==> src/rtl/core/v3n_pkg.sv <==
// ----------------------------------------------------------------------------
// v3n_pkg
// shared widths, latencies and lane types for the vector normalizer
// ----------------------------------------------------------------------------
package v3n_pkg;

  localparam int IN_W     = 16;             // component width, Q8.8
  localparam int MAG_W    = IN_W;           // magnitude of one component
  localparam int SQ_W     = 2 * MAG_W;      // square of one magnitude
  localparam int SUM_W    = SQ_W;           // sum of three squares fits
  localparam int ROOT_W   = SUM_W / 2;      // integer square root
  localparam int FRAC_W   = 14;             // unit components in Q1.14
  localparam int Q_W      = FRAC_W + 1;     // quotient up to 1.0
  localparam int DIV_W    = MAG_W + FRAC_W; // dividend mag << 14
  localparam int OUT_W    = 16;
  localparam int SQRT_LAT = ROOT_W;         // one root bit per stage
  localparam int ALIGN    = SQRT_LAT + 1;   // sum stage plus root stages
  localparam int LAT      = 2 + SQRT_LAT + Q_W;

  typedef struct packed {
    logic             neg;
    logic [MAG_W-1:0] mag;
  } lane_t;

endpackage

==> src/rtl/core/v3n_square_lane.sv <==
// ----------------------------------------------------------------------------
// v3n_square_lane
// splits one component into sign and magnitude and squares the magnitude
// ----------------------------------------------------------------------------
module v3n_square_lane (
  input  logic                        clk,
  input  logic                        adv,
  input  logic signed [v3n_pkg::IN_W-1:0] comp,
  output v3n_pkg::lane_t              lane,
  output logic [v3n_pkg::SQ_W-1:0]    sq
);
  import v3n_pkg::*;

  logic [MAG_W-1:0] mag;
  lane_t            lane_r;
  logic [SQ_W-1:0]  sq_r;

  assign mag = comp[IN_W-1] ? MAG_W'(-comp) : MAG_W'(comp);

  always_ff @(posedge clk) begin
    if (adv) begin
      lane_r.neg <= comp[IN_W-1];
      lane_r.mag <= mag;
      sq_r       <= SQ_W'(mag) * SQ_W'(mag);
    end
  end

  assign lane = lane_r;
  assign sq   = sq_r;

endmodule

==> config.mk <==
export PLATFORM = sky130hd
export DESIGN_NAME = v3n_square_lane
export DESIGN_NICKNAME = d
export VERILOG_FILES = /design/src/rtl/core/v3n_pkg.sv /design/src/rtl/core/v3n_square_lane.sv
export SDC_FILE = /design/constraint.sdc
export NUM_CORES = 1
export LEC_CHECK = 0
export ABC_CLOCK_PERIOD_IN_PS = 10900
export BUFFER_PORTS_ARGS = -buffer_cell sky130_fd_sc_hd__clkbuf_2
export CORE_MARGIN = 5
export CORE_UTILIZATION = 63
export CTS_CLUSTER_DIAMETER = 80
export DETAILED_ROUTE_END_ITERATION = 16
export HOLD_SLACK_MARGIN = 0.15
export MAX_ROUTING_LAYER = met4
export PLACE_DENSITY = 0.86
export SLEW_MARGIN = 20
export SYNTH_ARGS = -nofsm -noshare
export SYNTH_HDL_FRONTEND = slang
export SYNTH_SLANG_ARGS = --single-unit
==> constraint.sdc <==
create_clock -name clk -period 10.9 [get_ports clk]
set_input_delay 1.09 -clock clk [delete_from_list [all_inputs] [get_ports clk]]
set_output_delay 1.09 -clock clk [all_outputs]
set_load 0.1 [all_outputs]
; Yosys cells after proc, flatten, opt, wreduce, memory -nomap -nowiden
; Index checks and enable logic that the tools add are counted.
; W data, S select, Z words.
[classes]
addsub = 1
n_mul = 1
mux = 1
[op_table]
columns = operator, n
row1 = $mul A16 B16 Y32, 1
row2 = $mux W16, 1
row3 = $neg A16 Y16, 1
[totals]
register_bits = 49
inputBits = 18
out_inout_bits = 49
word_cells = 6

; Logic depth before layout (Yosys ltp)
[logic_depth]
depth_word = 3
mapped_depth = 31
ltp_nobuf = 28

; Worst setup path before layout
; No wires, ideal clock.
[synth_timing]
path_type = in2reg
from = input port comp[0] in the netlist's numbering
to = register sq_r[30] (netlist: sq[30]), data pin
setup_ps = 276
arrival_time_ps = 8098
t_required_ps = 10624
slack_ps = 2526
cell_stages = 31
n_path_buf = 3
path_cell_list = clkinv_1 -> clkbuf_1 -> ha_1 -> nand3b_1 -> o21ai_0 -> xor2_1 -> inv_1 -> buf_1 -> nand2_1 -> inv_1 -> fa_1 -> inv_1 -> fa_1 -> inv_1 -> fa_1 -> inv_1 -> fa_1 -> inv_1 -> fa_1 -> inv_1 -> fa_1 -> inv_1 -> ha_1 -> clkbuf_2 -> nand2_1 -> nor2_1 -> a221oi_1 -> a31oi_1 -> a2111oi_0 -> o311ai_0 -> xor2_1
[synth_between]
elab_chain_cells = 3
[synth_lines]
columns = item, line
row1 = start: declaration, v3n_square_lane.sv:8  ; input logic signed [v3n_pkg::IN_W-1:0] comp,
row2 = $neg A16 Y16, v3n_square_lane.sv:18  ; assign mag = comp[IN_W-1] ? MAG_W'(-comp) : MAG_W'(comp);
row3 = $mux W16, v3n_square_lane.sv:18
row4 = named net mag[8], v3n_square_lane.sv:14  ; logic [MAG_W-1:0] mag;
row5 = $mul A16 B16 Y32, v3n_square_lane.sv:24  ; sq_r <= SQ_W'(mag) * SQ_W'(mag);
row6 = end signal: assignment, v3n_square_lane.sv:24
row7 = end: declaration, v3n_square_lane.sv:16  ; logic [SQ_W-1:0] sq_r;
; The timed path passes the listed nets, and every way through them passes these cells.
; A chain may end at the register's enable or synchronous reset.

; Final worst setup path
; Ends and elaborated chain as after synthesis.

==> metrics.cfg <==
[worst_setup_path]
critPathCapture=sq[30]$_DFFE_PP_
critPathArrivalTime_ns=9.65
critPathKind=input port to flip-flop
start_kind=input port
crit_required_ns=10.92
critPathCaptureType=flip-flop
crit_start=comp[0]
critPathMaxFanout=18

[placed_design]
gp_congestion=1.01
dp.cells=1157
place_ws_ns=1.19
port_buffers=65
dp_hpwl_mm=17.4

[final_layout]
nFillCells=985
postLayoutCoreUtil_pct=69.4
fin_nets=1263
antenna_cells=0
final_cell_count_no_fill=1164
syn2layout_area_growth_pct=8.29
drive_above_1_share_pct=9.76

[sta]
slew_viol_final=0
hold_viol=0
max_slew_margin_pct=39.7
timing.final.crit_share_pct=88.3
min_period_ns=9.62
setup_tns_ns=0
rsz0062_at_grt=false
finalSetupViolations=0
fmax_mhz=104
fin_ws_ns=1.28
tightestPinTransition_ns=0.901

[cts]
htreeDepth=2
cts-hold-fix-buffers=0
tritoncts=yes
numCtsBuffers=5
clockBufferDepth=2
post_cts_resized=0
post-cts-setup-buffers=0
clkTransAtPathRegs_ns=0.06
cts-root-buf=clkbuf_16
clock-sinks=47

[global_routing]
grt_busiest_layer=met2
antenna_found_initial=0
met2_usage_pct=46.3
grt_overflow=0
grt_use_total_pct=27.4
first_global_vias=7073
grt_max_degree=48
grt_util_met1_pct=32.7
grt_pass1_wl_mm=34.3
met3_usage_pct=4.03

[routing]
dr.pass1.iters=6
drt_iter0_drc=449
wire_per_inst_um=17.7
routed_wl_mm=20.6
route.detailed.drc=0
viasPerCell=5.65
vias=6578
ant_nets=0

[yosys]
ys_seq_area_share_pct=15.9
ys_ff_latch=47
synth.area.top_cells=fa_1, edfxtp_1, ha_1
yosys.area.top_type_share_pct=37.0
synth.most_common_cell=inv_1
netlist_area_um2=8860
netlist-cell-type-count=58
yosys_warnings=0
synth_cells=910
ys.flop_type=edfxtp_1
synth_edf_count=47
syn_area_per_cell_um2=9.74
synthTopCellsByCount=inv_1, fa_1, ha_1, nand2_1, nor2_1
synth.largest_area_cell=fa_1
async_flop_share_pct=0

[floorplan]
ios=67
die_y_um=129
rows=43
die_w_um=129
die-area_um2=16500
start_util_pct=64.1
core_um2=13800

[outcome]
status=complete, no violations

[min_path]
min_path_type=input port to flip-flop

[run]
cap_violations=0

[routing by layer]
metal	vias up	routed length [um]
li1	2931	-
met1	3254	7220
met2	310	10400
met3	83	1830
met4	0	1230
met5	-	0
[state kept, by name, indices dropped and copies added (netlist names)]
signal,count
lane,17
sq,30
[per-stage QoR]
stage          hold WS, ns  area, um2
4_1_cts               1.12       9600
2_1_floorplan         1.19       8900
5_1_grt               1.12       9600
3_5_place_dp          1.42       9440
6_report              1.13       9600
3_3_place_gp          1.40       9440
[placed cells by master (no fill, tap or decap), types with 3 or more instances in the layout]
cell	n
xnor2_1	23
o31ai_1	3
fa_1	164
ha_1	97
clkbuf_16	5
o21a_1	3
o21ai_0	16
nor3_1	5
a21o_1	19
o21bai_1	4
inv_1	248
o211ai_1	5
edfxtp_1	47
clkbuf_2	65
a31oi_1	5
a21boi_0	4
a21oi_1	19
nand2_1	84
xor2_1	20
conb_1	12
buf_4	8
nor2_1	61
nand3_1	8
nor3b_1	3
clkinv_1	6
and2_1	3
inv_2	3
[logic make-up after synthesis]
kind of cell / after synthesis / synth area share [%]
AND/OR/NAND/NOR: 183 / 9.22
flip-flops: 47 / 15.9
other: 2 / 0.0847
buffers and inverters: 273 / 11.7
multiplexers: 1 / 0.113
AO/OA/AOI/OAI: 98 / 7.58
XOR/XNOR: 45 / 4.62
adder cells (fa/ha/maj): 261 / 50.7
[worst min path at each step]
stage,start,slack [ns],cells past startpoint,to
CTS,comp[0],1.12,1,lane[0]$_DFFE_PP_
global route,comp[0],1.12,1,lane[0]$_DFFE_PP_
global placement,comp[0],1.40,1,lane[0]$_DFFE_PP_
floorplan,comp[0],1.19,0,lane[0]$_DFFE_PP_
detailed placement,comp[0],1.42,1,lane[0]$_DFFE_PP_
finish,comp[0],1.13,1,lane[0]$_DFFE_PP_
[cell type report]
type,instances,area (um2),share of cell area [%]
Tap cell,180,225,2.35
Multi-Input combinational cell,600,6450,67.2
Clock buffer,5,125,1.30
Clock inverter,2,37.5,0.391
Sequential cell,47,1410,14.7
Inverter,257,965,10.0
Timing Repair Buffer,73,385,4.01
[worst max-delay path: stages]
cell	delay, ns
clkbuf_2	0.19
clkinv_1	0.48
ha_1	0.45
nand3b_1	0.17
o31ai_1	0.10
xnor2_1	0.70
clkinv_1	0.50
nor2_1	0.29
ha_1	0.29
xnor2_1	0.16
fa_1	0.56
inv_1	0.07
fa_1	0.50
fa_1	0.52
fa_1	0.49
inv_1	0.05
fa_1	0.48
inv_1	0.05
ha_1	0.34
and2_1	0.19
nor3b_1	0.15
a221oi_1	0.41
a31oi_1	0.21
a2111oi_0	0.69
o311ai_0	0.30
xor2_1	0.20
Power is not shown: default switching activity piles up to over one toggle a cycle in this logic, so the estimate is an artifact.
