--- src/rtl/core/v3n_pkg.sv ---
// ----------------------------------------------------------------------------
// v3n_pkg
// shared widths, latencies and lane types for the vector normalizer
// ----------------------------------------------------------------------------
package v3n_pkg;

  localparam int IN_W     = 16;             // component width, Q8.8
  localparam int MAG_W    = IN_W;           // magnitude of one component
  localparam int SQ_W     = 2 * MAG_W;      // square of one magnitude
  localparam int SUM_W    = SQ_W;           // sum of three squares fits
  localparam int ROOT_W   = SUM_W / 2;      // integer square root
  localparam int FRAC_W   = 14;             // unit components in Q1.14
  localparam int Q_W      = FRAC_W + 1;     // quotient up to 1.0
  localparam int DIV_W    = MAG_W + FRAC_W; // dividend mag << 14
  localparam int OUT_W    = 16;
  localparam int SQRT_LAT = ROOT_W;         // one root bit per stage
  localparam int ALIGN    = SQRT_LAT + 1;   // sum stage plus root stages
  localparam int LAT      = 2 + SQRT_LAT + Q_W;

  typedef struct packed {
    logic             neg;
    logic [MAG_W-1:0] mag;
  } lane_t;

endpackage

--- src/rtl/core/v3n_div_lane.sv ---
// ----------------------------------------------------------------------------
// v3n_div_lane
// pipelined restoring divide of one magnitude by the length, signed result
// ----------------------------------------------------------------------------
module v3n_div_lane (
  input  logic                       clk,
  input  logic                       adv,
  input  v3n_pkg::lane_t             lane,
  input  logic [v3n_pkg::ROOT_W-1:0] len,
  output logic [v3n_pkg::OUT_W-1:0]  unit
);
  import v3n_pkg::*;

  lane_t             dly_r  [ALIGN];
  logic [DIV_W-1:0]  rem_r  [Q_W];
  logic [Q_W-1:0]    q_r    [Q_W];
  logic [ROOT_W-1:0] len_r  [Q_W];
  logic              neg_r  [Q_W];

  always_ff @(posedge clk) begin
    if (adv) begin
      dly_r[0] <= lane;
      for (int k = 1; k < ALIGN; k++) begin
        dly_r[k] <= dly_r[k-1];
      end
    end
  end

  for (genvar s = 0; s < Q_W; s++) begin : g_stage
    localparam int B = Q_W - 1 - s;
    logic [DIV_W-1:0]  rem_in;
    logic [Q_W-1:0]    q_in;
    logic [ROOT_W-1:0] len_in;
    logic              neg_in;
    logic [DIV_W-1:0]  dv;
    logic              ge;

    if (s == 0) begin : g_first
      assign rem_in = {dly_r[ALIGN-1].mag, {FRAC_W{1'b0}}};
      assign q_in   = '0;
      assign len_in = len;
      assign neg_in = dly_r[ALIGN-1].neg;
    end else begin : g_next
      assign rem_in = rem_r[s-1];
      assign q_in   = q_r[s-1];
      assign len_in = len_r[s-1];
      assign neg_in = neg_r[s-1];
    end

    assign dv = DIV_W'(len_in) << B;
    assign ge = rem_in >= dv;

    always_ff @(posedge clk) begin
      if (adv) begin
        rem_r[s] <= ge ? rem_in - dv : rem_in;
        q_r[s]   <= q_in | (Q_W'(ge) << B);
        len_r[s] <= len_in;
        neg_r[s] <= neg_in;
      end
    end
  end

  logic [OUT_W-1:0] q_ext;
  assign q_ext = (len_r[Q_W-1] == '0) ? '0 : OUT_W'(q_r[Q_W-1]);
  assign unit  = neg_r[Q_W-1] ? -q_ext : q_ext;

endmodule

--- config.mk ---
export PLATFORM = sky130hd
export DESIGN_NAME = v3n_div_lane
export DESIGN_NICKNAME = d
export VERILOG_FILES = /design/src/rtl/core/v3n_pkg.sv /design/src/rtl/core/v3n_div_lane.sv
export SDC_FILE = /design/constraint.sdc
export NUM_CORES = 1
export LEC_CHECK = 0
export BUFFER_PORTS_ARGS = -buffer_cell sky130_fd_sc_hd__clkbuf_2
export CAP_MARGIN = 20
export CORE_UTILIZATION = 63
export DETAILED_ROUTE_END_ITERATION = 10
export PLACE_DENSITY = 0.78
export SLEW_MARGIN = 20
export SYNTH_ARGS = -nofsm -noshare
export SYNTH_HDL_FRONTEND = slang
export SYNTH_SLANG_ARGS = --single-unit
--- constraint.sdc ---
create_clock -name clk -period 3.8 [get_ports clk]
set_input_delay 0.76 -clock clk [delete_from_list [all_inputs] [get_ports clk]]
set_output_delay 0.76 -clock clk [all_outputs]
set_load 0.05 [all_outputs]
### After elaboration in Yosys (flattened, before gate mapping)

Memories as Yosys holds them, arrays and structs flattened.
Index checks and enable logic that the tools add are counted.

* register bits after elaboration: 0
* latch bits: 0
* bits in writable memories: 1219
* memory bits (read-only): 0
* output and inout bits: 16
* memories: 5

Memory list
* rem_r: words 15, width 30, rd ports 14, clocked after Yosys merged registers in 0, wr ports 15, RTL line v3n_div_lane.sv:15 `logic [DIV_W-1:0] rem_r [Q_W];`
* dly_r: words 17, width 17, rd ports 17, clocked after Yosys merged registers in 0, wr ports 17, RTL line v3n_div_lane.sv:14 `lane_t dly_r [ALIGN];`
* len_r: words 15, width 16, rd ports 15, clocked after Yosys merged registers in 0, wr ports 15, RTL line v3n_div_lane.sv:17 `logic [ROOT_W-1:0] len_r [Q_W];`
* q_r: words 15, width 15, rd ports 15, clocked after Yosys merged registers in 0, wr ports 15, RTL line v3n_div_lane.sv:16 `logic [Q_W-1:0] q_r [Q_W];`
* neg_r: words 15, width 1, rd ports 15, clocked after Yosys merged registers in 0, wr ports 15, RTL line v3n_div_lane.sv:18 `logic neg_r [Q_W];`

* add/sub/neg operators: 16
* $mul: 0
* div/mod/pow operators: 0
* order comparisons: 15
* equality and inequality tests: 0
* shift operators: 0
* muxes and demuxes: 19
* bitwise operators: 14
* reduce and logical (&&, ||, !) cells: 1

Operators with widths (count)
* $mux 30: 15
* $ge 30x16->1: 1
* $ge 30x17->1: 1
* $ge 30x18->1: 1
* $ge 30x19->1: 1
* $ge 30x20->1: 1
* $ge 30x21->1: 1
* $ge 30x22->1: 1
* $ge 30x23->1: 1
* $ge 30x24->1: 1
* $ge 30x25->1: 1
* $ge 30x26->1: 1
* $ge 30x27->1: 1
* $ge 30x28->1: 1
* $ge 30x29->1: 1
* $ge 30x30->1: 1
* $sub 30x16->30: 1
* $sub 30x17->30: 1
* $sub 30x18->30: 1
* $sub 30x19->30: 1
* $sub 30x20->30: 1
* $sub 30x21->30: 1
* $sub 30x22->30: 1
* $sub 30x23->30: 1
* other kinds (26): 27

### Longest topological paths before layout

Gate-level depths: netlist (run 1).
An unclocked memory read counts as a cell.

* word-level depth: 5
* gate-level depth with buffers: 12
* gate-level depth less buffers: 11

### Worst setup path after synthesis (run 1)

OpenSTA, ideal clock, no wires.

* kind: input-to-reg
* from: in len[2] in the netlist's numbering
* to: mem rem_r[0][22] in the netlist's numbering, data pin
* library setup time: 0.260 ns
* data arrival time: 3.105 ns
* data required time: 3.540 ns
* slack: 0.436 ns
* stages on the path: 11
* path buffers: 1
* path through: inv_1 -> ha_1 -> nor2b_1 -> o31a_1 -> o311a_1 -> o22ai_2 -> a21oi_1 -> a2111oi_0 -> nor2_1 -> buf_4 -> mux2_2

RTL lines
* start: declaration: RTL line v3n_div_lane.sv:9 `input logic [v3n_pkg::ROOT_W-1:0] len,`
* end: declaration: RTL line v3n_div_lane.sv:15

==> metrics.yaml, run 1 <==
worst_hold_path:
  hold_path.class: "input pin to flop"
  worstHoldPathCells: 1
layout:
  final_common_cell: "edfxtp_1"
  fillers: 4790
  fin_util: 0.707
  area_growth_pct: 10.6
  mostFrequentLayoutCells: "edfxtp_1, inv_1, a21oi_1"
  diodes: 0
  nets: 3987
  layout-drive-gt1-share: 0.0905
power_and_ir_drop:
  power_frac_seq: 0.446
  peakVddDrop_mv: 0.541
  powerDensity_nw_per_um2: 681
  p_leak_uw: 0.0194
  p_int_uw: 23900
  power_switching_uw: 10700
  combinationalPowerShare: 0.287
  switching_share: 0.308
  clock_power_share: 0.267
die:
  fp.dieH_um: 272
  die_area_um2: 74000
  rows: 98
  io_pins: 51
  die_x_um: 272
  coreArea_um2: 71900
  initial_utilization: 0.639
timing:
  final_hold_viol_count: 0
  worst_slew_pin_slew_ps: 824
  timing.final.crit_share: 0.951
  tns_ps: 0
  setup_viol: 0
  fin_skew_ps: 16.8
  post-route-min-period_ps: 3610
  rsz0062_at_grt: "no"
  drv_slew: 0
  slew_headroom: 0.446
  max_freq_mhz: 277
synthesis:
  yosys_warnings: 0
  synth.distinct_cells: 81
  ys.flop_type: "edfxtp_1"
  synth_top_cell_area_share: 0.640
  syn_inst: 3559
  syn_avg_cell_area_um2: 12.9
  yosysTopAreaCell: "edfxtp_1"
  synth.net_count: 3848
  syn_area_um2: 45900
  ys_seq_area_frac: 0.640
  synth_seq_cells: 979
  synth-edff-count: 979
  synth.area.top_cells: "edfxtp_1, ha_1, a21oi_1"
  synthArstFlopShare: 0
route:
  drtPass1Iterations: 6
  post_drt_via_cell_ratio: 5.81
  postRouteAntennaNets: 0
  dr_total_vias: 27500
  drt_first_iter_violations: 1826
  drt-total-wl_mm: 82.6
  avgRoutedWirePerCell_um: 17.5
  drc_errors: 0
setup_path:
  cp_data_required_time_ps: 3040
  ff2ff_path_depth: 9
  critPathCaptureType: "output port"
  startpoint_type: "flop"
  critical_path.max_fanout: 15
  crit_type: "flop to output port"
  critPathArrivalTime_ps: 2850
grt:
  antenna_found_initial: 1
  gr-usage-all-layers: 0.226
  grt_overflow_total: 0
  grt_max_degree: 105
  grt_pass1_wl_mm: 134
  grt_pass1_vias: 28200
place:
  place.gp.congestion: 0.945
  dp_hpwl_mm: 58.4
  portBuffers: 50
clock_tree:
  cts_root_buf: "clkbuf_16"
  clockBufferDepth: 3
  path_clk_slew_ps: 60
  cts_tree: "done"
  clock_latency_ps: 660
  cts_sinks: 979
  cts_made_buffers: 96
  cts_resized: 6
  ctsHoldBuffers: 0
  cts-htree-levels: 3
  cts_setup_buffers: 0
outcome:
  status: "completed"
run:
  cap_violations: 0
-- kinds of logic after synthesis --
family          synth area share
fa+ha+maj                 0.0715
compound gates             0.104
xor+xnor                  0.0480
buf+inv                   0.0306
simple gates              0.0912
flops                      0.640
mux                       0.0152
-- power by group through the flow --
stage / sequential (µW) / combinational [µW] / clock [µW]
floorplan: 15200 / 7600 / 0
global placement: 15500 / 9570 / 0
detailed placement: 15600 / 9790 / 0
CTS: 15400 / 9890 / 9430
global route: 15600 / 11100 / 9830
finish: 15400 / 9940 / 9240
-- worst max-delay path, stage by stage (launching register included) --
cell	delay (ps)
edfxtp_1	360
nor4_1	290
buf_4	170
nand4_1	160
buf_6	210
nand2_1	130
ha_4	190
nand2_1	70
o21ai_0	160
nand3_1	90
nand2_1	100
clkbuf_2	280
-- stage by stage --
step                hold WS, ps  total power [µW]  std cells  cell area, µm²  setup WS [ps]
finish                      272             34600       4727           50800            187
global route                252             36500       4727           50800           9.17
CTS                         246             34700       4727           50800           52.3
detailed placement          405             25400       4550           47700            282
global placement            401             25100       4550           47700            291
floorplan                   400             22800       3559           45900            436
-- metal layers --
layer	part of all wire	track usage
met1	0.37	0.228
met2	0.55	0.445
met3	0.035	0.0303
met4	0.048	0.121
met5	0	0
-- state kept, by name (all words and copies together) (netlist names) --
register	flops
neg_r	15
len_r	240
rem_r	315
dly_r	289
q_r	120
-- worst paths after layout --
path,startpoint,to,slack (ps)
max,len_r[1][106],unit[10],190
min,lane[2],dly_r[0][2],270
max reg2reg,rem_r[0][101],rem_r[0][131],420
min reg2reg,dly_r[0][93],dly_r[0][110],410
-- final cells by class --
type                            count  area (µm²)  share of cell area
Clock buffer                      115        2490              0.0491
Clock inverter                     62         598              0.0118
Sequential cell                   979       29400               0.578
Multi-Input combinational cell   2214       15200               0.299
Timing Repair Buffer              105         801              0.0158
Inverter                          302        1130              0.0223
Tap cell                          950        1190              0.0234
-- Yosys cell counts, types with 28 or more instances --
| master | instances |
|---|---|
| edfxtp_1 | 979 |
| inv_1 | 302 |
| a21oi_1 | 268 |
| nor2_1 | 249 |
| ha_1 | 240 |
| nand2_1 | 236 |
| o21ai_0 | 208 |
| xnor2_1 | 136 |
| xor2_1 | 116 |
| nor3_1 | 69 |
| a21o_1 | 68 |
| nand3_1 | 61 |
| mux2_2 | 51 |
| nand2b_1 | 51 |
| clkbuf_1 | 50 |
| nor4_1 | 34 |
| nand4_1 | 30 |
| or3_1 | 28 |
No activity file was read; power rests on OpenSTA's default activity.
==> run 2: changes to the inputs <==
- CORE_UTILIZATION: 63 -> 41
- PLACE_DENSITY: 0.78 -> 0.54
==> run 2 against run 1 <==
- setup slack worse by 49 ps
- final cell count is 12% higher
- count of clock-buffer cells in the layout is 9 higher
- design area is 2.5% higher
- global-route usage is 7.6 points lower
- clock skew is 22 ps higher
- non-clock buffer count is 4 higher
- via count is 2.3% lower
- combinational power hardly changed
- utilization is 24 points lower
- hold slack worse by 53 ps
- clock power is 13% higher
- highest routed layer unchanged
==> metrics.yaml, run 2 (synthesis results as in run 1) <==
outcome:
  status: "completed"  # unchanged
run:
  cap_violations: 0  # unchanged
setup_path:
  critPathArrivalTime_ps: 2900  # was 2850 ps
  max_stage_delay_ps: 470  # was 360 ps
  critPathCaptureType: "output port"  # unchanged
  worstReg2RegEnd: "rem_r[0][223]"  # was rem_r[0][131]
  critical_path.max_fanout: 5  # was 15
  rr_startpoint: "rem_r[0][203]"  # was rem_r[0][101]
  cp_data_required_time_ps: 3040  # about the same
  startpoint_type: "flop"  # unchanged
  crit_end: "unit[15]"  # was unit[10]
  crit_type: "flop to output port"  # unchanged
  r2r_slack_ps: 280  # was 420 ps
  crit_chain: "or2_2 -> or4_1 -> or3_1 -> o311a_1 -> clkbuf_2"  # was nor4_1 -> buf_4 -> nand4_1 -> buf_6 -> nand2_1 -> ha_4 -> nand2_1 -> o21ai_0 -> nand3_1 -> nand2_1 -> clkbuf_2
  critPathSlowestCell: "edfxtp_1"  # unchanged
  critPathLaunch: "q_r[1][96]"  # was len_r[1][106]
  ff2ff_path_depth: 9  # unchanged
clock_tree:
  cts_made_buffers: 106  # was 96
  cts-htree-levels: 3  # unchanged
  clock_latency_ps: 690  # was 660 ps
  cts_sinks: 979  # unchanged
  clockBufferDepth: 3  # unchanged
  cts_tree: "done"  # unchanged
  cts_root_buf: "clkbuf_16"  # unchanged
  path_clk_slew_ps: 60  # about the same
route:
  avgRoutedWirePerCell_um: 15.9  # was 17.5 µm
  drtPass1Iterations: 5  # was 6
  drc_errors: 0  # unchanged
  dr_total_vias: 26800  # was 27500
  postRouteAntennaNets: 0  # unchanged
  drt-total-wl_mm: 83.8  # was 82.6 mm
  post_drt_via_cell_ratio: 5.08  # was 5.81
  drt_first_iter_violations: 1286  # was 1826
grt:
  antenna_found_initial: 1  # unchanged
  grt_overflow_total: 0  # unchanged
  grt_max_degree: 77  # was 105
  gr-usage-all-layers: 0.151  # was 0.226
  grt_pass1_wl_mm: 137  # was 134 mm
  grt_pass1_vias: 27500  # was 28200
timing:
  setup_viol: 0  # unchanged
  rsz0062_at_grt: "no"  # unchanged
  tns_ps: 0  # unchanged
  post-route-min-period_ps: 3660  # was 3610 ps
  max_freq_mhz: 273  # was 277 MHz
  fin_skew_ps: 38.4  # was 16.8 ps
  final_hold_viol_count: 0  # unchanged
  drv_slew: 0  # unchanged
  slew_headroom: 0.328  # was 0.446
  timing.final.crit_share: 0.964  # was 0.951
  worst_slew_pin_slew_ps: 998  # was 824 ps
  layout_setup_ws_ps: 139  # was 187 ps
power_and_ir_drop:
  p_leak_uw: 0.0197  # was 0.0194 µW
  powerDensity_nw_per_um2: 686  # was 681 nW/µm²
  peakVddDrop_mv: 0.379  # was 0.541 mV
layout:
  mostFrequentLayoutCells: "edfxtp_1, inv_1, a21oi_1"  # unchanged
  final_common_cell: "edfxtp_1"  # unchanged
  reg.largest.list: "rem_r x315, dly_r x289, len_r x240"  # unchanged
  largest-register: "rem_r"  # unchanged
  largest_register_ffs: 315  # unchanged
  area_growth_pct: 13.4  # was 10.6%
  fillers: 10000  # was 4790
  finalNonFillerCells: 5284  # was 4727
  fin_area_um2: 52100  # was 50800 µm²
  nets: 4001  # was 3987
  layout-drive-gt1-share: 0.0967  # was 0.0905
die:
  die_x_um: 337  # was 272 µm
  coreArea_um2: 111000  # was 71900 µm²
  rows: 122  # was 98
  initial_utilization: 0.415  # was 0.639
  fp.dieH_um: 337  # was 272 µm
  io_pins: 51  # unchanged
  die_area_um2: 113000  # was 74000 µm²
place:
  portBuffers: 50  # unchanged
  dp_slack_ps: 256  # was 282 ps
  dp_hpwl_mm: 61.0  # was 58.4 mm
  place_inst: 5091  # was 4550
  place.gp.congestion: 0.936  # was 0.945
  dpl-instance-area_um2: 48500  # was 47700 µm²
worst_hold_path:
  hold_path.class: "input pin to flop"  # unchanged
==> run 2: changes by cell type in the layout (fill, tap and decap cells not counted), sizes merged <==
cell,delta
clkbuf,+9
bufinv,+6
buf,+4
clkinv,-4
clkinvlp,+3
diode,+1
==> run 2: worst min path at each step <==
stage / startpoint / end / slack [ps] / depth (start not counted)
global route: lane[9] / dly_r[0][9] / 170 / 1
finish: lane[2] / dly_r[0][2] / 220 / 1
floorplan: dly_r[0][83] / dly_r[0][100] / 400 / 0
detailed placement: dly_r[0][87] / dly_r[0][104] / 400 / 0
CTS: lane[8] / dly_r[0][8] / 150 / 1
global placement: dly_r[0][3] / dly_r[0][20] / 400 / 0
==> run 2: what timing repair did <==
item	CTS	global route
pin swaps	0	1
hold buffers	0	0
buffers inserted	0	1
hold endpoints to repair	0	0
gates resized for setup	2	9
endpoints found under the setup margin	7	8
==> run 2: cell type report <==
class	instances	area [µm²]	share of cell area
Multi-Input combinational cell	2214	15200	0.292
Antenna cell	1	2.50	0.0000480
Sequential cell	979	29400	0.564
Tap cell	1488	1860	0.0357
Timing Repair Buffer	109	918	0.0176
Inverter	302	1130	0.0218
Clock buffer	124	2720	0.0522
Clock inverter	67	873	0.0168
==> run 2: critical path: cells and delay by family, from the launching register on <==
family / cells / cell delay [ps]
AOI/OAI and AO/OA: 1 / 310
DFF: 1 / 470
buffers and inverters: 1 / 240
and+or+nand+nor: 3 / 1220
==> run 2: through the flow <==
step / hold WS, ps / total power (µW) / utilization
6_report: 219 / 35700 / 0.470
5_1_grt: 166 / 37900 / 0.470
4_1_cts: 148 / 36100 / 0.470
3_5_place_dp: 405 / 25500 / 0.437
3_3_place_gp: 400 / 25400 / 0.437
2_1_floorplan: 400 / 22800 / -
==> run 2: power by group <==
group	internal, µW	total [µW]	switching (µW)
Combinational	4350	9920	5580
Clock	6120	10400	4280
Sequential	14300	15400	1070
Total	24800	35700	10900
==> run 2: per-layer routing <==
layer	routed length, µm	GRT usage	up-vias
met5	0	0	-
met4	3890	0.0719	0
met3	2610	0.0244	223
met2	44400	0.287	449
met1	32900	0.160	12700
li1	-	-	13500
