==> config.mk <==
export PLATFORM = sky130hd
export DESIGN_NAME = v3n_isqrt
export DESIGN_NICKNAME = d
export VERILOG_FILES = /design/src/rtl/core/v3n_pkg.sv /design/src/rtl/core/v3n_isqrt.sv
export SDC_FILE = /design/constraint.sdc
export NUM_CORES = 1
export LEC_CHECK = 0
export ABC_AREA = 1
export BUFFER_PORTS_ARGS = -buffer_cell sky130_fd_sc_hd__buf_4
export CORE_MARGIN = 4
export CORE_UTILIZATION = 35
export CTS_BUF_LIST = sky130_fd_sc_hd__clkbuf_16
export DETAILED_ROUTE_END_ITERATION = 7
export SYNTH_ARGS = -nofsm -noshare
export SYNTH_HDL_FRONTEND = slang
export SYNTH_SLANG_ARGS = --single-unit
==> constraint.sdc <==
create_clock -name clk -period 3.5 [get_ports clk]
set_input_delay 0.175 -clock clk [delete_from_list [all_inputs] [get_ports clk]]
set_output_delay 0.175 -clock clk [all_outputs]
set_load 0.01 [all_outputs]
==> src/rtl/core/v3n_pkg.sv <==
// ----------------------------------------------------------------------------
// v3n_pkg
// shared widths, latencies and lane types for the vector normalizer
// ----------------------------------------------------------------------------
package v3n_pkg;

  localparam int IN_W     = 16;             // component width, Q8.8
  localparam int MAG_W    = IN_W;           // magnitude of one component
  localparam int SQ_W     = 2 * MAG_W;      // square of one magnitude
  localparam int SUM_W    = SQ_W;           // sum of three squares fits
  localparam int ROOT_W   = SUM_W / 2;      // integer square root
  localparam int FRAC_W   = 14;             // unit components in Q1.14
  localparam int Q_W      = FRAC_W + 1;     // quotient up to 1.0
  localparam int DIV_W    = MAG_W + FRAC_W; // dividend mag << 14
  localparam int OUT_W    = 16;
  localparam int SQRT_LAT = ROOT_W;         // one root bit per stage
  localparam int ALIGN    = SQRT_LAT + 1;   // sum stage plus root stages
  localparam int LAT      = 2 + SQRT_LAT + Q_W;

  typedef struct packed {
    logic             neg;
    logic [MAG_W-1:0] mag;
  } lane_t;

endpackage

==> src/rtl/core/v3n_isqrt.sv <==
// ----------------------------------------------------------------------------
// v3n_isqrt
// pipelined floor square root, one root bit per stage
// ----------------------------------------------------------------------------
module v3n_isqrt (
  input  logic                       clk,
  input  logic                       adv,
  input  logic [v3n_pkg::SUM_W-1:0]  sum,
  output logic [v3n_pkg::ROOT_W-1:0] root
);
  import v3n_pkg::*;

  localparam int REM_W = ROOT_W + 2;

  logic [SUM_W-1:0]  n_r    [SQRT_LAT];
  logic [REM_W-1:0]  rem_r  [SQRT_LAT];
  logic [ROOT_W-1:0] root_r [SQRT_LAT];

  for (genvar s = 0; s < SQRT_LAT; s++) begin : g_stage
    logic [SUM_W-1:0]  n_in;
    logic [REM_W-1:0]  rem_in;
    logic [ROOT_W-1:0] root_in;
    logic [REM_W+1:0]  trial;
    logic [REM_W+1:0]  test;
    logic              ge;

    if (s == 0) begin : g_first
      assign n_in    = sum;
      assign rem_in  = '0;
      assign root_in = '0;
    end else begin : g_next
      assign n_in    = n_r[s-1];
      assign rem_in  = rem_r[s-1];
      assign root_in = root_r[s-1];
    end

    assign trial = {rem_in, n_in[SUM_W-1 -: 2]};
    assign test  = {2'b00, root_in, 2'b01};
    assign ge    = trial >= test;

    always_ff @(posedge clk) begin
      if (adv) begin
        n_r[s]    <= n_in << 2;
        rem_r[s]  <= ge ? REM_W'(trial - test) : REM_W'(trial);
        root_r[s] <= {root_in[ROOT_W-2:0], ge};
      end
    end
  end

  assign root = root_r[SQRT_LAT-1];

endmodule

# Yosys cells after proc, flatten, opt, wreduce, memory -nomap -nowiden
# Memories as Yosys holds them, arrays and structs flattened.
# Index checks and enable logic that the tools add are counted.
# Widths: inputs -> output; s select.
[classes]
addsub = 16
n_lt_le_gt_ge = 16
n_mux = 18
[op_table]
columns = ["op", "count"]
rows = [
  ["$ge 20x18->1", 15],
  ["$mux 18", 16],
  ["$sub 18x18->18", 15],
  ["$sub 2x1->3 const B", 1],
  ["$ge 2x1->1 const B", 1],
  ["$mux 1", 2],
]
[word_totals]
register_bits = 0
ram_bits = 1024
in_bits = 34
output_inout_bits = 16
elab_cells = 53
n_memories = 3
[mem_list]
columns = ["name", "depth", "width", "rd", "rd_clocked_by_memory_dff", "wr", "line", "source"]
rows = [
  ["n_r", 16, 30, 15, 0, 16, "v3n_isqrt.sv:15", "logic [SUM_W-1:0] n_r [SQRT_LAT];"],
  ["rem_r", 16, 18, 15, 0, 16, "v3n_isqrt.sv:16", "logic [REM_W-1:0] rem_r [SQRT_LAT];"],
  ["root_r", 16, 16, 16, 0, 16, "v3n_isqrt.sv:17", "logic [ROOT_W-1:0] root_r [SQRT_LAT];"],
]

# Logic depth before layout (Yosys ltp)
# Gate-level depths: netlist (run 1).
# An unclocked memory read counts as a cell.
[depth]
word_depth = 3
depth_mapped = 14

# Worst setup path before layout (run 1)
# OpenSTA, ideal clock, no wires.
[synth_path]
path_type = "register to register"
from = "memory rem_r[0][0] in the netlist's numbering"
to = "memory rem_r[0][18] in the netlist's numbering (data pin)"
arrival_time_ns = 1.659
required_time_ns = 3.230
setup_slack_ns = 1.571
path_stages_with_launch = 9
period_less_slack_ns = 1.929
cell_sequence = "edfxtp_1 ha_1 inv_1 o21ai_0 inv_1 ha_1 and2_1 clkbuf_1 xor2_1"
[synth_rtl]
columns = ["item", "line"]
rows = [
  ["start, declared", "v3n_isqrt.sv:16"],
]

==> results.txt, run 1 <==
----------------------------------------------------
[Worst setup path]
  Max stage delay on crit path ... ~0.73 ns
  Cell repeated most along the worst path ... sky130_fd_sc_hd__nand3_1
  Data arrival at the endpoint of the critical path ... around 2.9 ns
  Endpoint required time on the critical path ... between 3 and 4 ns
  Largest fanout on the critical path ... 24
  Cell breakdown of the critical path ... ha_1 -> a21oi_1 -> nand2_1 -> nand3_1 -> nand3_1 -> nor2_2 -> o21ai_0
  Crit path capture type ... flop
  Type of the setup path with the least slack ... flop to flop
  Critical path launch point type ... flop
  Highest-delay cell along the critical path ... sky130_fd_sc_hd__nor2_2

[Synthesis]
  Top FF cell, synth ... sky130_fd_sc_hd__edfxtp_1
  Sequential cell area fraction in the yosys report ... between 50% and 60%
  Share of async-settable or async-resettable flops after synthesis ... 0%
  Average cell area after synthesis ... 9.814 µm²
  Number of enable-type register cells in the synthesized netlist ... roughly 630
  Leading post-synthesis cells by cell area ... sky130_fd_sc_hd__edfxtp_1, sky130_fd_sc_hd__nand2_1, sky130_fd_sc_hd__ha_1, sky130_fd_sc_hd__inv_1, sky130_fd_sc_hd__nor2_1
  Yosys warning total ... 0
  Post-synth top area share ... between 50 and 60%
  Syn nets ... 3,503
  Mapped cell area ... between 30,000 and 40,000 µm²
  Number of instances in the synthesized netlist ... approximately 3.3k
  Cell type with the highest aggregate area in the netlist ... sky130_fd_sc_hd__edfxtp_1
  Library cells used by synthesis ... 46
  Flip-flop and latch count after synthesis ... ~630

[Cells and area]
  Filler cells ... 9,032
  Area growth syn-to-layout ... 14.19%
  Proportion of layout cells with a drive suffix above 1 ... about a tenth
  Fin cells ... ~4.8k
  Ant diodes ... 0
  Net total in the final layout ... around 3.7k

[Floorplan]
  I/O pin total ... 50
  Die ar. ... 97,930 µm²
  Core area ... 91,940 µm²
  Overall die height ... approximately 310 µm
  Die Width ... 312.9 µm
  Number of rows created at floorplan ... approximately 110
  Initial standard-cell utilization of the core ... 35.40%

[Power]
  Peak supply drop ... approximately 0.42 mV
  Total Power Consumption ... roughly 20 mW
  Power per cell area ... 548.4 nW/µm²
  P_leak ... approximately 16 nW

[GRT]
  Pin count of the biggest net entering global routing ... 99
  Via count of the first global-routing pass ... around 22k
  Initial antenna violation count ... 0
  GRT overflow ... 0
  Wire length of the first global-routing pass ... 112,700 µm
  Global-route usage over all layers ... between 10 and 15%

[Timing]
  Worst slew margin relative to its limit ... around two fifths
  Final hold violation count ... 0
  Total Negative Setup Slacks ... 0 ns
  RSZ-0062 raised after global routing ... false
  Post-route fraction of the period consumed by the critical path ... about three quarters
  Fmax ... 391.2 MHz
  Worst Skew ... 0.02811 ns
  Min Hold Slack ... about 0.11 ns
  Transition at the pin with the smallest max-transition slack ... between 0.9 and 1 ns
  Fin crit period ... approximately 2.6 ns
  Final Slew Violations ... 0
  Final setup fails ... 0

[Clocking]
  Post-CTS setup buffer count ... 0
  Post-cts repair resize count ... 0
  Hold-fix buffers at CTS ... 33
  Inserted Clock Buffers ... 72
  Clock tree from TritonCTS ... yes
  Clk Tree Root Cell ... sky130_fd_sc_hd__clkbuf_16
  Number of levels the H-tree was split into ... 3
  Deepest clock path buffer count ... 3
  Clock-pin transition on the worst setup and hold timing paths ... about 0.06 ns
  Latest clock arrival within the worst-skew pair ... roughly 0.63 ns
  Sink Count ... 626

[Run status]
  Result of the run ... finished, final reports clean

[Routing]
  Wire length reported by the detailed router ... 69,250 µm
  Initial DRC count ... between 1k and 1.5k
  Remaining antenna violation count ... 0
  Via count ... 21.98k
  Number of search-and-repair iterations in the first detailed-routing pass ... 5
  Vias per inst ... 4.609
  DR DRC count ... 0
  Final routed wire length divided by cell count ... 14.52 µm

[Place]
  GP Congestion ... 0.9081
  IO Port Bufs ... 49
  Placed wire-length estimate ... between 50,000 and 60,000 µm
  Placed instance count ... about 4.6k

[Job]
  Max_cap viols ... 0

[Min path]
  Class of the tightest hold or removal check ... primary input to flop

----------------------------------------------------
## Yosys cell counts, types with 34 or more instances
| cell | count |
|---|---|
| sky130_fd_sc_hd__ha_1 | 153 |
| sky130_fd_sc_hd__xor2_1 | 60 |
| sky130_fd_sc_hd__inv_1 | 488 |
| sky130_fd_sc_hd__a21oi_2 | 45 |
| sky130_fd_sc_hd__nand3_1 | 190 |
| sky130_fd_sc_hd__a21oi_1 | 127 |
| sky130_fd_sc_hd__nor2_1 | 277 |
| sky130_fd_sc_hd__nand4_1 | 54 |
| sky130_fd_sc_hd__nand2_1 | 898 |
| sky130_fd_sc_hd__edfxtp_1 | 626 |
| sky130_fd_sc_hd__o21ai_0 | 93 |
| sky130_fd_sc_hd__nand2_2 | 34 |
| sky130_fd_sc_hd__xnor2_1 | 40 |
## cells in the final DEF (no fill, tap or decap), types with 6 or more instances in the layout
cell type,count
sky130_fd_sc_hd__xor2_1,60
sky130_fd_sc_hd__nand2_4,6
sky130_fd_sc_hd__dlygate4sd3_1,33
sky130_fd_sc_hd__clkinv_2,10
sky130_fd_sc_hd__nand2_1,898
sky130_fd_sc_hd__nor3_1,27
sky130_fd_sc_hd__nand4_1,54
sky130_fd_sc_hd__o21ai_2,28
sky130_fd_sc_hd__o21ai_0,93
sky130_fd_sc_hd__or2_2,9
sky130_fd_sc_hd__nand3_2,6
sky130_fd_sc_hd__nor4_1,6
sky130_fd_sc_hd__clkbuf_16,73
sky130_fd_sc_hd__o21ai_1,20
sky130_fd_sc_hd__inv_2,12
sky130_fd_sc_hd__clkinv_1,17
sky130_fd_sc_hd__inv_1,500
sky130_fd_sc_hd__edfxtp_1,626
sky130_fd_sc_hd__nand2_2,34
sky130_fd_sc_hd__bufinv_16,6
sky130_fd_sc_hd__nand3_1,190
sky130_fd_sc_hd__nand3b_1,32
sky130_fd_sc_hd__ha_1,153
sky130_fd_sc_hd__nor2_4,6
sky130_fd_sc_hd__nor2_2,13
sky130_fd_sc_hd__xnor2_1,40
sky130_fd_sc_hd__nor2_1,277
sky130_fd_sc_hd__buf_12,6
sky130_fd_sc_hd__a21oi_2,45
sky130_fd_sc_hd__buf_4,65
sky130_fd_sc_hd__a21oi_1,127
sky130_fd_sc_hd__o21a_1,7
## path summary, 6_finish.rpt
check	start	endpoint	slack, ns	depth (start not counted)
max	rem_r[1][1]	rem_r[1][25]	0.94	7
min	adv	n_r[0][1]	0.11	1
max reg2reg	rem_r[1][1]	rem_r[1][25]	0.94	7
min reg2reg	n_r[1][115]	n_r[1][147]	0.39	0
## flip-flops by register name, indices dropped and copies added (netlist names)
| name | flops |
|---|---|
| n_r | 240 |
| rem_r | 250 |
| root_r | 136 |
## cells by family (layout without fill, tap and decap cells)
logic type | count (synthesis) | count (layout) | synth area share (%)
buffers and inverters | 531 | 741 | 6.628
xor gates and xnor gates | 100 | 100 | 2.691
adders and majority gates | 153 | 153 | 5.882
DFF | 626 | 626 | 57.76
other | 1 | 1 | 0.01152
and+or+nand+nor | 1571 | 1571 | 20.89
AOI/OAI and AO/OA | 334 | 334 | 6.136
## power breakdown
group / internal (mW) / switching [mW] / total, mW
Combinational: 1.22 / 2.16 / 3.37
Sequential: 9.17 / 0.465 / 9.64
Clock: 4.29 / 3.08 / 7.37
## metrics by stage
| stage | util, % | instance area [µm²] | setup slack (ns) |
|---|---|---|---|
| finish | 40.42 | 37160 | 0.9439 |
| global route | 40.42 | 37160 | 0.7327 |
| CTS | 40.42 | 37160 | 0.9086 |
| detailed placement | 37.49 | 34470 | 0.9333 |
| global placement | 37.49 | 34470 | 0.9953 |
| floorplan | - | 32540 | 1.571 |
## area by class of cell
type	count	area, µm²	area share [%]
clock buffer	73	1827	4.916
clock inverter	58	531.8	1.431
inverter	505	1907	5.131
multi-input combinational	2159	11590	31.19
sequential	626	18800	50.59
tap	1243	1555	4.185
timing repair buffer	105	953.4	2.566
## layer usage
metal / global-route usage, % / part of all wire (%) / wire [µm]
met4: 4.203 / 2.3 / 1627
met3: 2.380 / 4.3 / 2958
met1: 18.83 / 46 / 31880
met5: 0 / 0 / 0
met2: 23.81 / 47 / 32780
## critical path: cells and delay by family (launching register included)
| kind | cells | cell delay [ns] |
|---|---|---|
| AND/OR/NAND/NOR | 4 | 1.12 |
| flip-flops | 1 | 0.39 |
| AO/OA/AOI/OAI | 2 | 0.38 |
| adder cells (fa/ha/maj) | 1 | 0.38 |
Power figures use the tool's default switching activity.
==> inputs of run 2 (changes only) <==
clock period = 2.2 ns   (was 3.5 ns; I/O delays follow)
==> run 2 against run 1 <==
Effect of this change:
- combinational power grew 78%
- final cell count grew 3.5%
- flip-flop and latch count is the same
- sequential power grew 59%
- register-to-register slack lost 0.89 ns
- clock skew grew 0.022 ns
- via count grew 3.6%
==> results.txt, run 2 (synthesis gave the netlist of run 1 again) <==
----------------------------------------------------
[Cells and area]
  Area growth syn-to-layout ... 20.00%
  Regs by FF count ... rem_r (250), n_r (240), root_r (136)
  Register bank with the most flops ... rem_r
  Ant diodes ... 0
  Number of flip-flops in the largest register ... 250
  Leading cell type in the layout, fill and taps excluded ... sky130_fd_sc_hd__nand2_1
  Commonest non-fill, non-tap cells in the layout ... sky130_fd_sc_hd__nand2_1, sky130_fd_sc_hd__edfxtp_1, sky130_fd_sc_hd__inv_1, sky130_fd_sc_hd__nor2_1, sky130_fd_sc_hd__buf_4
  Net total in the final layout ... 3,825
  Filler cells ... 8,857
  Fin cells ... approximately 4.9k
  Fin area ... roughly 40,000 µm²
  Proportion of layout cells with a drive suffix above 1 ... between 10% and 20%

[Floorplan]
  Overall die height ... ~310 µm
  I/O pin total ... 50
  Number of rows created at floorplan ... 111
  Core area ... 91,940 µm²
  Die Width ... roughly 310 µm
  Initial standard-cell utilization of the core ... 35.40%
  Die ar. ... slightly below 100,000 µm²

[Timing]
  Fmax ... approximately 470 MHz
  Final setup fails ... 0
  RSZ-0062 raised after global routing ... true
  Post-route fraction of the period consumed by the critical path ... a little over nine tenths
  Final hold violation count ... 0
  Min Hold Slack ... 0.1971 ns
  Final Slew Violations ... 0
  Fin crit period ... about 2.1 ns
  Final setup margin ... roughly 0.052 ns
  Worst Skew ... between 0.04 and 0.05 ns

[Worst setup path]
  Type of the setup path with the least slack ... flop to flop
  Crit path capture type ... flop
  Setup crit start ... root_r[5][7]
  Cell breakdown of the critical path ... inv_1 -> ha_4 -> a21oi_1 -> o21ai_1 -> a21oi_4 -> nand2_4 -> nor2_8 -> buf_4 -> a21oi_2
  Max stage delay on crit path ... between 0.4 and 0.5 ns
  Data arrival at the endpoint of the critical path ... around 2.5 ns
  Worst reg2reg path startpoint ... root_r[5][7]
  Largest fanout on the critical path ... 5
  CP Buf/Inv Count ... 2
  Endpoint required time on the critical path ... roughly 2.6 ns
  Critical path launch point type ... flop
  Family with the most delay on the worst path ... compound AO/OA/AOI/OAI gates
  Highest-delay cell along the critical path ... sky130_fd_sc_hd__edfxtp_1

[Min path]
  Worst hold path startpoint ... sum[16]
  Class of the tightest hold or removal check ... primary input to flop

[Routing]
  Final routed wire length divided by cell count ... between 10 and 15 µm
  Initial DRC count ... 1,273
  Number of search-and-repair iterations in the first detailed-routing pass ... 5
  Remaining antenna violation count ... 0
  Wire length reported by the detailed router ... between 70,000 and 80,000 µm
  Via count ... ~23k
  DR DRC count ... 0
  Vias per inst ... between 4 and 5

[GRT]
  Via count of the first global-routing pass ... around 22k
  Pin count of the biggest net entering global routing ... a little under 80
  Wire length of the first global-routing pass ... between 100,000 and 150,000 µm
  Initial antenna violation count ... 0
  Global-route usage over all layers ... ~14%
  GRT overflow ... 0

[Place]
  Placed instance area ... between 30,000 and 40,000 µm²
  Placed instance count ... between 4k and 5k
  IO Port Bufs ... 49
  Worst slack, placed ... -0.03565 ns
  GP Congestion ... between 0.9 and 1
  Placed wire-length estimate ... between 50,000 and 60,000 µm

[Clocking]
  Number of levels the H-tree was split into ... 3
  Inserted Clock Buffers ... 71
  Clk Tree Root Cell ... sky130_fd_sc_hd__clkbuf_16
  Latest clock arrival within the worst-skew pair ... ~0.64 ns
  Deepest clock path buffer count ... 3
  Clock-pin transition on the worst setup and hold timing paths ... around 0.06 ns
  Clock tree from TritonCTS ... yes
  Sink Count ... about 630

[Power]
  Total Power Consumption ... between 30 and 40 mW
  Peak supply drop ... ~0.75 mV
  P_leak ... around 17 nW
  Power per cell area ... 850.8 nW/µm²

[Job]
  Max_cap viols ... 0

[Run status]
  Result of the run ... finished, final reports clean

----------------------------------------------------
-- run 2: path summary, 6_finish.rpt --
check | endpoint | slack [ns] | cells after the start
max reg2reg | rem_r[1][69] | 0.05 | 9
max | rem_r[1][69] | 0.05 | 9
min | n_r[0][16] | 0.20 | 2
min reg2reg | n_r[1][114] | 0.39 | 0
-- run 2: final cells by class --
| type | instances | area [µm²] | area share [%] |
|---|---|---|---|
| clock buffer | 72 | 1802 | 4.614 |
| inverter | 505 | 1922 | 4.921 |
| sequential | 626 | 18800 | 48.14 |
| clock inverter | 57 | 563.0 | 1.442 |
| multi-input combinational | 2161 | 12090 | 30.95 |
| timing repair buffer | 273 | 2325 | 5.953 |
| tap | 1243 | 1555 | 3.982 |
-- run 2: power by group --
part           switching (mW)  total, mW  internal (mW)
clock                    4.82       11.9           7.06
combinational            3.61       6.01           2.40
sequential              0.746       15.3           14.6
-- run 2: stage by stage --
step / setup TNS, ns / util [%]
floorplan: 0 / -
global placement: -0.1865 / 38.79
detailed placement: -0.1642 / 38.79
CTS: 0 / 41.80
global route: -0.06703 / 42.48
finish: 0 / 42.48
-- run 2: layer usage --
layer / vias to the layer above / track usage [%] / share of wire (%)
li1: 11720 / - / -
met1: 10570 / 18.02 / 45
met2: 359 / 24.79 / 48
met3: 123 / 2.585 / 3.8
met4: 0 / 4.475 / 2.8
met5: - / 0 / 0
-- run 2: timing repair --
action                                 4_1_cts  5_1_grt
pin swaps                                    1       15
gates resized for setup                      5       86
endpoints found under the hold margin       64        0
buffers inserted                             2       20
gates cloned                                 0        2
hold buffers                                34        0
setup endpoints to repair                   14      137
